File: config.mk
export PLATFORM = sky130hd
export DESIGN_NAME = stvk_mul
export DESIGN_NICKNAME = d
export VERILOG_FILES = /design/src/rtl/stvk_pkg.sv /design/src/rtl/stvk_mul.sv
export SDC_FILE = /design/constraint.sdc
export NUM_CORES = 2
export LEC_CHECK = 0
export BUFFER_PORTS_ARGS = -buffer_cell sky130_fd_sc_hd__buf_2
export CORE_ASPECT_RATIO = 0.6
export CORE_MARGIN = 3
export CORE_UTILIZATION = 60
export CTS_CLUSTER_SIZE = 16
export DETAILED_ROUTE_END_ITERATION = 10
export PLACE_DENSITY = 0.8
export SYNTH_ARGS = -nofsm -noshare
export SYNTH_HDL_FRONTEND = slang
export SYNTH_SLANG_ARGS = --single-unit
File: constraint.sdc
create_clock -name i_clk -period 7.3 [get_ports i_clk]
set_input_delay 0.365 -clock i_clk [delete_from_list [all_inputs] [get_ports i_clk]]
set_output_delay 0.365 -clock i_clk [all_outputs]
set_load 0.005 [all_outputs]
File: src/rtl/stvk_pkg.sv
`timescale 1ns / 1ps
// ----------------------------------------------------------------------------
// stvk_pkg
// Shared types and constants for the St. Venant-Kirchhoff stress pipeline.
// ----------------------------------------------------------------------------
package stvk_pkg;

    // operand chunk width of the split multipliers
    localparam int CHUNK_W = 32;

    // load enables of the two register stages inside one split multiplier
    typedef struct packed {
        logic load_pp;   // partial products
        logic load_p;    // summed product
    } t_mul_en;

endpackage

File: src/rtl/stvk_mul.sv
`timescale 1ns / 1ps
// ----------------------------------------------------------------------------
// stvk_mul
// Two-stage signed multiplier: 33x33 partial products, then one sum.
// ----------------------------------------------------------------------------
module stvk_mul #(
    parameter int WA = 32,
    parameter int WB = 32
) (
    input  logic                     i_clk,
    input  stvk_pkg::t_mul_en        i_en,
    input  logic signed [WA-1:0]     i_a,
    input  logic signed [WB-1:0]     i_b,
    output logic signed [WA+WB-1:0]  o_p
);
    localparam int CW  = stvk_pkg::CHUNK_W;
    localparam int NA  = (WA + CW - 1) / CW;
    localparam int NB  = (WB + CW - 1) / CW;
    localparam int WXA = NA * CW;
    localparam int WXB = NB * CW;
    localparam int WS  = (NA + NB) * CW + CW;
    localparam int WP  = 2 * CW + 2;

    logic signed [WXA-1:0]    w_ax;
    logic signed [WXB-1:0]    w_bx;
    logic signed [CW:0]       w_ac [NA];
    logic signed [CW:0]       w_bc [NB];
    logic signed [WP-1:0]     r_pp [NA*NB];
    logic signed [WS-1:0]     n_sum;
    logic signed [WA+WB-1:0]  r_p;

    assign w_ax = WXA'(i_a);
    assign w_bx = WXB'(i_b);

    // low chunks unsigned, top chunk carries the sign
    always_comb begin
        for (int i = 0; i < NA; i++) begin
            w_ac[i] = {((i == NA - 1) ? w_ax[WXA-1] : 1'b0), w_ax[i*CW +: CW]};
        end
        for (int j = 0; j < NB; j++) begin
            w_bc[j] = {((j == NB - 1) ? w_bx[WXB-1] : 1'b0), w_bx[j*CW +: CW]};
        end
    end

    always_ff @(posedge i_clk) begin
        if (i_en.load_pp) begin
            for (int i = 0; i < NA; i++) begin
                for (int j = 0; j < NB; j++) begin
                    r_pp[i*NB+j] <= WP'(w_ac[i]) * WP'(w_bc[j]);
                end
            end
        end
    end

    always_comb begin
        n_sum = '0;
        for (int i = 0; i < NA; i++) begin
            for (int j = 0; j < NB; j++) begin
                n_sum = n_sum + (WS'(r_pp[i*NB+j]) <<< (CW * (i + j)));
            end
        end
    end

    always_ff @(posedge i_clk) begin
        if (i_en.load_p) begin
            r_p <= n_sum[WA+WB-1:0];
        end
    end

    assign o_p = r_p;

endmodule

==> summary.txt <==
Critical path
  • CP max stage delay: 610 ps
  • Most frequent CP cell: fa_1
  • Reg2Reg Setup Slack: 6600 ps
  • Critical path endpoint category: flip-flop
  • Kind of critical path: input pin to flip-flop
  • Crit path max-delay family: adder cells
  • Slowest CP cell: fa_1
  • R2R cell count: 0
  • R2r endpoint: o_p[43]
  • Crit path buf inv count: 8
  • Worst path required time: 7480 ps
  • Maximum fanout along the worst path: 13
  • Element type at the critical path start: input pin
  • Worst r2r src: r_pp[0][43]
  • Arrival @ worst endpoint: 7470 ps

Clocking
  • CTS Buf Count: 17
  • Root buf cell: clkbuf_16
  • CTS sink count: 128
  • CTS max path bufs: 2
  • CTS clk-pin slew, worst paths: 50 ps
  • H-tree depth: 4
  • CTS tree: yes
  • Clock Latency Late Sink: 430 ps
  • Post-CTS Hold Buffers: 0

Synth
  • Cells after synthesis: 3,992
  • Top cells by area, synth: fa_1 (54%), edfxtp_1 (9.6%), inv_1 (8.9%)
  • Number of flops mapped to enable cells by yosys: 128
  • Sequential element share of the synthesized area: 9.638%
  • Asr flop ratio synth: 0%
  • Most common cell in the netlist: fa_1
  • Mapped Area: 39,880 um^2
  • Synth Warn #: 0
  • Area leader, netlist: fa_1
  • Syn Nets: 5,325
  • Post-synth top cells: fa_1 (1,082), inv_1 (947), nand2_1 (521)
  • Ys flop type: edfxtp_1
  • Mean Syn Cell Area: 9.990 um^2
  • Share of the synthesized area in the top cell type: 54.32%
  • Synth Register Bits: 128
  • Post-synth cell types: 50

Global route
  • All-layer global routing usage: 35.98%
  • Vias in the first global route: 31.68k
  • Grt ovf: 0
  • First-pass GRT wire length: 188,600 um
  • Largest net degree at the start of global routing: 65
  • Antenna violations before repair: 4

Hold path
  • Hold Path Cell Cnt: 0
  • Worst Hold Endpoint: o_p[1]
  • Worst Hold Class: flip-flop to flip-flop
  • Worst Min Path Start: r_pp[0][1]

Placed design
  • Post-detail-place hpwl: 104,200 um
  • Placed cell count: 5,250
  • Port bufs: 130
  • Routability Congestion: 0.9961

Die
  • Die area: 69,700 um^2
  • # rows: 72
  • Core area: 65,130 um^2
  • Initial Util: 61.23%
  • IO Count: 131
  • Die Ht: 205.7 um
  • DIE WIDTH: 338.8 um

Timing
  • Slew Limit Fails: 0
  • Worst Tran Pin Value: 915.8 ps
  • Hold Slack: 416.5 ps
  • Maximum clock rate: 0.1371 GHz
  • Slew HR: 38.95%
  • RSZ-0062 raised after global routing: yes
  • Min Tclk post-route: 7295 ps
  • Setup TNS: 0 ps
  • Clock Skews: 5.092 ps
  • Period utilization: 99.93%
  • Final setup viols: 0
  • Final hold vios: 0

Final layout
  • Layout cells sized above 1: 18.32%
  • Final-stage net count: 5,730
  • Area Growth Syn to Fin: 16.25%
  • Non-filler instance count after layout: 5,298
  • Fill cells: 4,208
  • ANT cells: 0

Routing
  • WL final: 123,200 um
  • Routed vias: 30.20k
  • Drt wl/cell: 23.26 um
  • Initial DRC Count: 3,957
  • DR vias/cell: 5.701
  • Drc violations: 0
  • First drt pass iteration count: 6
  • Post-route ant nets: 0

Run status
  • Status: complete, no violations

Run
  • Maxcap violations: 0
## logic make-up after synthesis
| kind of cell | count (synthesis) | share of synthesized area (%) |
|---|---|---|
| AOI/OAI and AO/OA | 205 | 3.219 |
| xor gates and xnor gates | 71 | 1.559 |
| adders and majority gates | 1266 | 60.09 |
| buffers and inverters | 1156 | 10.88 |
| DFF | 128 | 9.638 |
| and+or+nand+nor | 1166 | 14.61 |
## repair_timing
item                       CTS  global route
setup buffers                0            15
resized for setup           45           300
cloned                       0             1
setup endpoints to repair   11            21
pin swaps                    5           129
## metrics by stage
stage / utilization [%] / area [um^2] / worst slack, ps
after detailed placement: 68.33 / 44510 / -655.6
after floorplan: - / 39950 / -73.09
final: 71.18 / 46360 / 4.826
after global routing: 71.18 / 46360 / -145.4
after CTS: 69.40 / 45200 / 0.9646
after global placement: 68.33 / 44510 / -556.8
## how the worst max path moves through the flow
stage	endpoint	start	slack, ps	depth (start not counted)
2_1_floorplan	r_pp[0][59]	i_a[31]	-70	24
3_3_place_gp	r_pp[0][54]	i_b[8]	-560	25
3_5_place_dp	r_pp[0][62]	i_b[9]	-660	28
4_1_cts	r_pp[0][54]	i_b[20]	1	24
5_1_grt	r_pp[0][54]	i_a[31]	-150	24
6_report	r_pp[0][59]	i_a[31]	5	27
## layout make-up
class	count	area (um^2)	area share, %
clock buffers	21	440.4	0.9500
repair buffers	595	4852	10.47
well taps	888	1111	2.397
multi-input cells	2708	32400	69.90
clock inverters	11	138.9	0.2996
flip-flops and latches	128	3844	8.291
inverters	947	3567	7.695
## placed cells by master (no fill, tap or decap), types with 13 or more instances in the layout
cell type  instances
fa_1            1011
ha_4              17
ha_1             164
clkbuf_16         18
edfxtp_1         128
nor2_1            52
nand2b_1          13
buf_6             52
a21o_1            23
xnor2_1           52
xor2_1            19
and2_1           511
nand2_1          511
buf_2             73
a21oi_2           14
buf_4            426
inv_1            928
o21ai_0           25
buf_12            23
inv_2             15
fa_2              71
a21oi_1           60
## layer usage
layer  track usage (%)  wire length (um)  vias to the layer above
li1                  -                 -                    12310
met1             53.92             48380                    15200
met5             1.597               165                        -
met2             44.90             46950                     2484
met3             21.96             25790                      202
met4             4.431              1926                        6
## sequential cells by signal (all words and copies together) (netlist names)
name / flops
r_pp: 64
o_p: 63
n_sum: 1
Power is not shown: default switching activity piles up to over one toggle a cycle in this logic, so the estimate is an artifact.
